[src/rtl/imadec_pkg.sv]
`timescale 1ns / 1ps
// ----------------------------------------------------------------------------
// imadec_pkg
// shared types, constants and tables of the ima adpcm nibble decoder
// ----------------------------------------------------------------------------
package imadec_pkg;

  localparam int CMD_DEPTH = 2;
  localparam int RES_DEPTH = 2;

  localparam logic [6:0] IDX_MAX = 7'd88;

  localparam logic REQ_HEADER = 1'b0;
  localparam logic REQ_DATA   = 1'b1;

  localparam logic signed [17:0] POS_LIMIT = 18'sd32767;
  localparam logic signed [17:0] NEG_LIMIT = -18'sd32767;

  typedef enum logic {
    PH_LOW,
    PH_HIGH
  } phase_t;

  // classified input transaction
  typedef struct packed {
    logic               is_hdr;
    logic signed [15:0] sample;
    logic [6:0]         idx;
    logic [7:0]         code_byte;
  } cmd_t;

  // result transaction
  typedef struct packed {
    logic signed [15:0] pcm;
    logic               last;
  } res_t;

  function automatic logic [14:0] step_size(input logic [6:0] idx);
    logic [14:0] s;
    case (idx)
      7'd0:  s = 15'd7;     7'd1:  s = 15'd8;     7'd2:  s = 15'd9;
      7'd3:  s = 15'd10;    7'd4:  s = 15'd11;    7'd5:  s = 15'd12;
      7'd6:  s = 15'd13;    7'd7:  s = 15'd14;    7'd8:  s = 15'd16;
      7'd9:  s = 15'd17;    7'd10: s = 15'd19;    7'd11: s = 15'd21;
      7'd12: s = 15'd23;    7'd13: s = 15'd25;    7'd14: s = 15'd28;
      7'd15: s = 15'd31;    7'd16: s = 15'd34;    7'd17: s = 15'd37;
      7'd18: s = 15'd41;    7'd19: s = 15'd45;    7'd20: s = 15'd50;
      7'd21: s = 15'd55;    7'd22: s = 15'd60;    7'd23: s = 15'd66;
      7'd24: s = 15'd73;    7'd25: s = 15'd80;    7'd26: s = 15'd88;
      7'd27: s = 15'd97;    7'd28: s = 15'd107;   7'd29: s = 15'd118;
      7'd30: s = 15'd130;   7'd31: s = 15'd143;   7'd32: s = 15'd157;
      7'd33: s = 15'd173;   7'd34: s = 15'd190;   7'd35: s = 15'd209;
      7'd36: s = 15'd230;   7'd37: s = 15'd253;   7'd38: s = 15'd279;
      7'd39: s = 15'd307;   7'd40: s = 15'd337;   7'd41: s = 15'd371;
      7'd42: s = 15'd408;   7'd43: s = 15'd449;   7'd44: s = 15'd494;
      7'd45: s = 15'd544;   7'd46: s = 15'd598;   7'd47: s = 15'd658;
      7'd48: s = 15'd724;   7'd49: s = 15'd796;   7'd50: s = 15'd876;
      7'd51: s = 15'd963;   7'd52: s = 15'd1060;  7'd53: s = 15'd1166;
      7'd54: s = 15'd1282;  7'd55: s = 15'd1411;  7'd56: s = 15'd1552;
      7'd57: s = 15'd1707;  7'd58: s = 15'd1878;  7'd59: s = 15'd2066;
      7'd60: s = 15'd2272;  7'd61: s = 15'd2499;  7'd62: s = 15'd2749;
      7'd63: s = 15'd3024;  7'd64: s = 15'd3327;  7'd65: s = 15'd3660;
      7'd66: s = 15'd4026;  7'd67: s = 15'd4428;  7'd68: s = 15'd4871;
      7'd69: s = 15'd5358;  7'd70: s = 15'd5894;  7'd71: s = 15'd6484;
      7'd72: s = 15'd7132;  7'd73: s = 15'd7845;  7'd74: s = 15'd8630;
      7'd75: s = 15'd9493;  7'd76: s = 15'd10442; 7'd77: s = 15'd11487;
      7'd78: s = 15'd12635; 7'd79: s = 15'd13899; 7'd80: s = 15'd15289;
      7'd81: s = 15'd16818; 7'd82: s = 15'd18500; 7'd83: s = 15'd20350;
      7'd84: s = 15'd22385; 7'd85: s = 15'd24623; 7'd86: s = 15'd27086;
      7'd87: s = 15'd29794;
      default: s = 15'd32767;
    endcase
    return s;
  endfunction

  // signed index step for the low three code bits
  function automatic logic signed [4:0] index_move(input logic [2:0] c);
    logic signed [4:0] m;
    case (c)
      3'd4:    m = 5'sd2;
      3'd5:    m = 5'sd4;
      3'd6:    m = 5'sd6;
      3'd7:    m = 5'sd8;
      default: m = -5'sd1;
    endcase
    return m;
  endfunction

endpackage

[src/rtl/ima_adpcm_nibble_decoder.sv]
`timescale 1ns / 1ps
// the first sample of a transaction reaches pcm_sample through the command and result queues,
// the second sample of a data byte is the high nibble, decoded once the low nibble is done
// a header gives one sample and a data byte two, one nibble per cycle while the result queue has room
// the rate is set by the nibble datapath, whose predictor and step index feed back each cycle
// reset: synchronous rst clears both queues, the predictor and the step index to zero
// ----------------------------------------------------------------------------
// ima_adpcm_nibble_decoder
// 4-bit ima adpcm decoder with header load, saturating predictor and index
// ----------------------------------------------------------------------------
module ima_adpcm_nibble_decoder #(
  parameter int CMD_DEPTH = imadec_pkg::CMD_DEPTH,
  parameter int RES_DEPTH = imadec_pkg::RES_DEPTH
) (
  input  logic               clk,
  input  logic               rst,
  // input transaction queue side
  input  logic               push,
  output logic               full,
  input  logic               req_type,
  input  logic signed [15:0] initial_sample,
  input  logic [6:0]         initial_step_index,
  input  logic [7:0]         code_byte,
  // result transaction queue side
  output logic               empty,
  input  logic               pop,
  output logic signed [15:0] pcm_sample,
  output logic               last_of_run
);

  // command link between the front and the back
  imadec_pkg::cmd_t cmd;
  logic             cmd_empty;
  logic             cmd_pop;

  // front: classify the transaction (header or data), saturate the header
  // index and hold it in a short command queue
  imadec_front #(
    .CMD_DEPTH (CMD_DEPTH)
  ) u_front (
    .clk                (clk),
    .rst                (rst),
    .push               (push),
    .full               (full),
    .req_type           (req_type),
    .initial_sample     (initial_sample),
    .initial_step_index (initial_step_index),
    .code_byte          (code_byte),
    .cmd                (cmd),
    .cmd_empty          (cmd_empty),
    .cmd_pop            (cmd_pop)
  );

  // back: header echo or one nibble per cycle while the result queue has room, low
  // nibble first; samples go to a result queue so input and output stall independently
  imadec_back #(
    .RES_DEPTH (RES_DEPTH)
  ) u_back (
    .clk         (clk),
    .rst         (rst),
    .cmd         (cmd),
    .cmd_empty   (cmd_empty),
    .cmd_pop     (cmd_pop),
    .empty       (empty),
    .pop         (pop),
    .pcm_sample  (pcm_sample),
    .last_of_run (last_of_run)
  );

endmodule

[src/rtl/imadec_fifo.sv]
`timescale 1ns / 1ps
// ----------------------------------------------------------------------------
// imadec_fifo
// small register queue with first-word fall-through read
// ----------------------------------------------------------------------------
module imadec_fifo #(
  parameter int WIDTH = 8,
  parameter int DEPTH = 2
) (
  input  logic             clk,
  input  logic             rst,
  input  logic             wr_en,
  input  logic [WIDTH-1:0] wr_data,
  output logic             full,
  input  logic             rd_en,
  output logic [WIDTH-1:0] rd_data,
  output logic             empty
);

  localparam int PTR_W = (DEPTH > 1) ? $clog2(DEPTH) : 1;
  localparam int CNT_W = $clog2(DEPTH + 1);

  logic [WIDTH-1:0] mem [DEPTH];
  logic [PTR_W-1:0] wr_ptr;
  logic [PTR_W-1:0] rd_ptr;
  logic [CNT_W-1:0] cnt;
  logic             do_wr;
  logic             do_rd;

  assign full    = (cnt == CNT_W'(DEPTH));
  assign empty   = (cnt == '0);
  assign do_wr   = wr_en & ~full;
  assign do_rd   = rd_en & ~empty;
  assign rd_data = mem[rd_ptr];

  always_ff @(posedge clk) begin
    if (do_wr) begin
      mem[wr_ptr] <= wr_data;
    end
  end

  always_ff @(posedge clk) begin
    if (rst) begin
      wr_ptr <= '0;
      rd_ptr <= '0;
      cnt    <= '0;
    end else begin
      if (do_wr) begin
        wr_ptr <= (wr_ptr == PTR_W'(DEPTH - 1)) ? '0 : wr_ptr + 1'b1;
      end
      if (do_rd) begin
        rd_ptr <= (rd_ptr == PTR_W'(DEPTH - 1)) ? '0 : rd_ptr + 1'b1;
      end
      if (do_wr && !do_rd) begin
        cnt <= cnt + 1'b1;
      end else if (do_rd && !do_wr) begin
        cnt <= cnt - 1'b1;
      end
    end
  end

endmodule

[src/rtl/imadec_front.sv]
`timescale 1ns / 1ps
// ----------------------------------------------------------------------------
// imadec_front
// accepts input transactions, classifies them and queues commands
// ----------------------------------------------------------------------------
module imadec_front #(
  parameter int CMD_DEPTH = imadec_pkg::CMD_DEPTH
) (
  input  logic                clk,
  input  logic                rst,
  input  logic                push,
  output logic                full,
  input  logic                req_type,
  input  logic signed [15:0]  initial_sample,
  input  logic [6:0]          initial_step_index,
  input  logic [7:0]          code_byte,
  output imadec_pkg::cmd_t    cmd,
  output logic                cmd_empty,
  input  logic                cmd_pop
);

  localparam int CMD_W = $bits(imadec_pkg::cmd_t);

  imadec_pkg::cmd_t cmd_in;
  logic [CMD_W-1:0] cmd_raw;

  // header index above the table end saturates to the last entry
  always_comb begin
    cmd_in.is_hdr    = (req_type == imadec_pkg::REQ_HEADER);
    cmd_in.sample    = initial_sample;
    cmd_in.idx       = (initial_step_index > imadec_pkg::IDX_MAX) ?
                       imadec_pkg::IDX_MAX : initial_step_index;
    cmd_in.code_byte = code_byte;
  end

  imadec_fifo #(
    .WIDTH (CMD_W),
    .DEPTH (CMD_DEPTH)
  ) u_cmd_q (
    .clk     (clk),
    .rst     (rst),
    .wr_en   (push),
    .wr_data (cmd_in),
    .full    (full),
    .rd_en   (cmd_pop),
    .rd_data (cmd_raw),
    .empty   (cmd_empty)
  );

  assign cmd = imadec_pkg::cmd_t'(cmd_raw);

endmodule

[src/rtl/imadec_back.sv]
`timescale 1ns / 1ps
// ----------------------------------------------------------------------------
// imadec_back
// echoes headers and decodes one nibble per cycle while the result queue has room, queuing the samples
// ----------------------------------------------------------------------------
module imadec_back #(
  parameter int RES_DEPTH = imadec_pkg::RES_DEPTH
) (
  input  logic                clk,
  input  logic                rst,
  input  imadec_pkg::cmd_t    cmd,
  input  logic                cmd_empty,
  output logic                cmd_pop,
  output logic                empty,
  input  logic                pop,
  output logic signed [15:0]  pcm_sample,
  output logic                last_of_run
);

  localparam int RES_W = $bits(imadec_pkg::res_t);

  imadec_pkg::phase_t phase;
  imadec_pkg::phase_t phase_next;
  logic signed [15:0] predictor;
  logic signed [15:0] predictor_next;
  logic [6:0]         step_pos;
  logic [6:0]         step_pos_next;

  logic               res_full;
  logic               go;
  logic [3:0]         nib;
  logic [14:0]        step;
  logic [16:0]        diff;
  logic signed [17:0] sum;
  logic signed [17:0] clip;
  logic signed [8:0]  ni;
  logic signed [4:0]  move;
  imadec_pkg::res_t   res_in;
  imadec_pkg::res_t   res_out;
  logic [RES_W-1:0]   res_raw;

  assign go  = !cmd_empty && !res_full;
  assign nib = (phase == imadec_pkg::PH_LOW) ? cmd.code_byte[3:0] : cmd.code_byte[7:4];

  // nibble datapath
  always_comb begin
    step = imadec_pkg::step_size(step_pos);
    diff = {5'd0, step[14:3]}
         + (nib[0] ? {4'd0, step[14:2]} : 17'd0)
         + (nib[1] ? {3'd0, step[14:1]} : 17'd0)
         + (nib[2] ? {2'd0, step}       : 17'd0);
    if (nib[3]) begin
      sum  = 18'(predictor) - $signed({1'b0, diff});
      clip = (sum < imadec_pkg::NEG_LIMIT) ? imadec_pkg::NEG_LIMIT : sum;
    end else begin
      sum  = 18'(predictor) + $signed({1'b0, diff});
      clip = (sum > imadec_pkg::POS_LIMIT) ? imadec_pkg::POS_LIMIT : sum;
    end
    move = imadec_pkg::index_move(nib[2:0]);
    ni   = $signed({2'b00, step_pos}) + $signed({{4{move[4]}}, move});
  end

  // sequencer
  always_comb begin
    phase_next     = phase;
    predictor_next = predictor;
    step_pos_next  = step_pos;
    cmd_pop        = 1'b0;
    res_in.pcm     = clip[15:0];
    res_in.last    = (phase == imadec_pkg::PH_HIGH);
    if (cmd.is_hdr) begin
      res_in.pcm  = cmd.sample;
      res_in.last = 1'b1;
    end
    if (go) begin
      if (cmd.is_hdr) begin
        predictor_next = cmd.sample;
        step_pos_next  = cmd.idx;
        cmd_pop        = 1'b1;
        phase_next     = imadec_pkg::PH_LOW;
      end else begin
        predictor_next = clip[15:0];
        if (ni < 9'sd0) begin
          step_pos_next = 7'd0;
        end else if (ni > $signed({2'b00, imadec_pkg::IDX_MAX})) begin
          step_pos_next = imadec_pkg::IDX_MAX;
        end else begin
          step_pos_next = ni[6:0];
        end
        case (phase)
          imadec_pkg::PH_LOW: begin
            phase_next = imadec_pkg::PH_HIGH;
          end
          imadec_pkg::PH_HIGH: begin
            phase_next = imadec_pkg::PH_LOW;
            cmd_pop    = 1'b1;
          end
          default: begin
            phase_next = imadec_pkg::PH_LOW;
          end
        endcase
      end
    end
  end

  always_ff @(posedge clk) begin
    if (rst) begin
      phase     <= imadec_pkg::PH_LOW;
      predictor <= '0;
      step_pos  <= '0;
    end else begin
      phase     <= phase_next;
      predictor <= predictor_next;
      step_pos  <= step_pos_next;
    end
  end

  imadec_fifo #(
    .WIDTH (RES_W),
    .DEPTH (RES_DEPTH)
  ) u_res_q (
    .clk     (clk),
    .rst     (rst),
    .wr_en   (go),
    .wr_data (res_in),
    .full    (res_full),
    .rd_en   (pop),
    .rd_data (res_raw),
    .empty   (empty)
  );

  assign res_out     = imadec_pkg::res_t'(res_raw);
  assign pcm_sample  = res_out.pcm;
  assign last_of_run = res_out.last;

`ifndef SYNTHESIS
  a_step_range : assert property (@(posedge clk) disable iff (rst)
    step_pos <= imadec_pkg::IDX_MAX)
    else $error("step index beyond table end");

  a_high_has_data : assert property (@(posedge clk) disable iff (rst)
    (phase == imadec_pkg::PH_HIGH) |-> (!cmd_empty && !cmd.is_hdr))
    else $error("second nibble without a pending data command");

  a_low_then_high : assert property (@(posedge clk) disable iff (rst)
    (go && !res_in.last) |=> (phase == imadec_pkg::PH_HIGH))
    else $error("first nibble not followed by second nibble phase");

  a_pop_on_last : assert property (@(posedge clk) disable iff (rst)
    cmd_pop |-> (go && res_in.last))
    else $error("command released before its last sample");
`endif

endmodule

[config.mk]
export PLATFORM = sky130hd
export DESIGN_NAME = ima_adpcm_nibble_decoder
export DESIGN_NICKNAME = d
export VERILOG_FILES = /design/src/rtl/imadec_pkg.sv /design/src/rtl/ima_adpcm_nibble_decoder.sv /design/src/rtl/imadec_fifo.sv /design/src/rtl/imadec_front.sv /design/src/rtl/imadec_back.sv
export SDC_FILE = /design/constraint.sdc
export NUM_CORES = 1
export LEC_CHECK = 0
export BUFFER_PORTS_ARGS = -buffer_cell sky130_fd_sc_hd__clkbuf_2
export CORE_ASPECT_RATIO = 0.75
export CORE_MARGIN = 5
export CORE_UTILIZATION = 31
export CTS_BUF_LIST = sky130_fd_sc_hd__clkbuf_4 sky130_fd_sc_hd__clkbuf_8 sky130_fd_sc_hd__clkbuf_16
export DETAILED_ROUTE_END_ITERATION = 10
export GPL_ROUTABILITY_DRIVEN = 0
export SLEW_MARGIN = 0
export SYNTH_ARGS = -nofsm -noshare
export SYNTH_HDL_FRONTEND = slang
export SYNTH_SLANG_ARGS = --single-unit
export TNS_END_PERCENT = 30
[constraint.sdc]
create_clock -name clk -period 20.1 [get_ports clk]
set_input_delay 1.005 -clock clk [delete_from_list [all_inputs] [get_ports clk]]
set_output_delay 1.005 -clock clk [all_outputs]
set_load 0.05 [all_outputs]
==> impl_metrics.yaml <==
cells_and_area:
  design_area_um2: 12200
  n_antenna_cell: 0
  nFillCells: 3491
  drive_above_1_share_pct: 12.0
  final-seq-area_um2: 3920
  multi_input_area_um2: 6370
  final_util_pct: 35.0
  synthToLayoutAreaGrowth_pct: 11.1
  nets: 1327
clock_network:
  cts_buffer_depth: 2
  cts_setup_buffers: 0
  ctsHoldBuffers: 0
  ctsResizeCount: 0
  insertion_delay_ps: 430
  h-tree-depth: 4
  cts_tree: "built"
  cts_num_sinks: 147
  clock-root-buffer: "clkbuf_16"
  numCtsBuffers: 17
  clk_pin_slew_ps: 70
logic_synthesis:
  synth-seq-area-share_pct: 35.8
  synth_nets: 1317
  ys_warn_count: 0
  synth.most_common_cell: "nor2_1"
  syn_inst: 1178
  syn_area_um2: 11000
  ys_seq_elements: 147
  synth_common_cells: "109 x nor2_1, 98 x edfxtp_1, 96 x inv_1"
  synthTopCellsByArea: "edfxtp_1 27%, dfxtp_1 9.0%, ha_1 8.6%"
  ys.flop_type: "edfxtp_1"
  synth_edf_count: 98
  ys_types: 79
  syn_area_per_cell_um2: 9.30
  synth_top_cell_by_area: "edfxtp_1"
  synth_top_area_share_pct: 26.9
  ys_async_sr_fraction_pct: 0
drt:
  vias: 9017
  via_per_inst: 5.44
  first_iter_violations: 930
  drcViolationCount: 0
  drtAntennaViolNets: 0
  drt_wl_total_um: 30000
  wire_per_inst_um: 18.1
  drtPass1Iterations: 7
critical_path:
  worstSetupPathType: "reg2reg"
  required_ps: 20260
  startpoint_type: "flop"
  cp_max_fo: 16
  endpoint_kind: "flop"
  r2r_cells: 28
  cpPeakStageDelay_ps: 740
  cp.arrival_ps: 8560
  crit_slowest_cell: "o41ai_1"
worst_hold_path:
  hold_class: "reg2reg"
  holdPathStages: 2
timing:
  slew_viol_final: 0
  fmaxAchievable_mhz: 119
  finalClockSkew_ps: 11.7
  maxSlewHeadroom_pct: 13.8
  setup-violations-final: 0
  rsz0062_at_grt: "false"
  tns_ps: 0
  hold_viol_final: 0
  final.min_clock_period_ps: 8400
  post-route-period-util_pct: 41.8
  worst_pin_slew_ps: 1290
die:
  start_util_pct: 31.5
  fp.coreArea_um2: 34800
  fp.dieArea_um2: 39200
  ios: 55
  die_w_um: 227
  row_count: 59
  die_height_um: 173
global_routing:
  grt_pass1_vias: 8541
  antenna_found_initial: 0
  grt_pass1_wl_um: 47600
  grt_max_degree: 53
  grt_overflow_total: 0
  grtUsageTotal_pct: 14.9
placement:
  io_buffers: 54
  hpwl_um: 22000
  dpl-instance-area_um2: 11600
outcome:
  outcome: "finished clean"
job:
  max-cap-violations: 0
stage by stage:
step / std cells / hold WS (ps) / setup slack (ps)
after floorplan: 1178 / 454 / 12360
after global placement: 1626 / 464 / 11930
after CTS: 1658 / 478 / 11720
after detailed placement: 1626 / 467 / 11780
after global routing: 1658 / 517 / 11130
final: 1658 / 482 / 11700
layout by cell type (no fill, tap or decap), drive strengths merged, types with 7 or more instances in the layout:
cell type / instances
nand3b: 16
o22ai: 25
clkbuf: 72
nor3: 26
a221oi: 7
mux2: 21
nand2: 70
o21a: 11
or3: 12
o31ai: 18
xnor2: 35
nor4: 7
fa: 28
ha: 75
a21o: 10
nand3: 12
o21ai: 51
buf: 9
xor2: 18
a31oi: 11
nand2b: 14
nor2b: 14
or4: 8
a21oi: 82
a211oi: 18
edfxtp: 98
and2: 40
inv: 108
o211ai: 8
dfxtp: 49
nor2: 109
cell families (layout without fill, tap and decap cells):
group,after synthesis,after routing,synth area share (%)
flops,147,147,35.8
xor+xnor,53,53,4.41
buf+inv,171,194,6.10
compound gates,324,324,20.5
fa+ha+maj,103,103,13.7
simple gates,349,349,16.0
mux,31,31,3.53
sequential cells by signal, indices dropped and copies added, names as in the netlist, named ones only:
register / count
u_back.phase: 1
u_back.predictor: 16
u_back.step: 15
u_back.step_pos: 7
u_back.u_res_q.cnt: 2
u_back.u_res_q.mem: 34
u_back.u_res_q.rd_ptr: 1
u_back.u_res_q.wr_ptr: 1
u_front.u_cmd_q.cnt: 2
u_front.u_cmd_q.mem: 64
u_front.u_cmd_q.rd_ptr: 1
u_front.u_cmd_q.wr_ptr: 1
cell type report:
class	count	share of cell area, %
multi-input combinational	860	52.4
inverter	99	3.05
timing repair buffer	63	2.78
clock buffer	18	3.56
tap	457	4.70
clock inverter	14	1.30
sequential	147	32.2
per-layer routing:
| layer | vias up | track usage (%) | share of wire (%) |
|---|---|---|---|
| li1 | 4302 | - | - |
| met4 | 0 | 2.76 | 0.89 |
| met5 | - | 0 | 0 |
| met1 | 4314 | 23.5 | 49 |
| met3 | 29 | 3.54 | 8.7 |
| met2 | 372 | 20.8 | 42 |
worst max-delay path, delay by kind of cell (launching register included):
kind | cells | cell delay (ps)
xor+xnor | 2 | 380
fa+ha+maj | 5 | 1910
simple gates | 7 | 1570
buf+inv | 3 | 180
mux | 1 | 730
compound gates | 10 | 2800
flops | 1 | 540
path summary, 6_finish.rpt:
check	endpoint	slack, ps	start
max	u_back.u_res_q.mem[1][14]	11700	flop
min reg2reg	u_back.predictor[0]	480	u_back.predictor[0]
max reg2reg	u_back.u_res_q.mem[1][14]	11700	flop
min	u_back.predictor[0]	480	u_back.predictor[0]
Power is not shown: default switching activity piles up to over one toggle a cycle in this logic, so the estimate is an artifact.
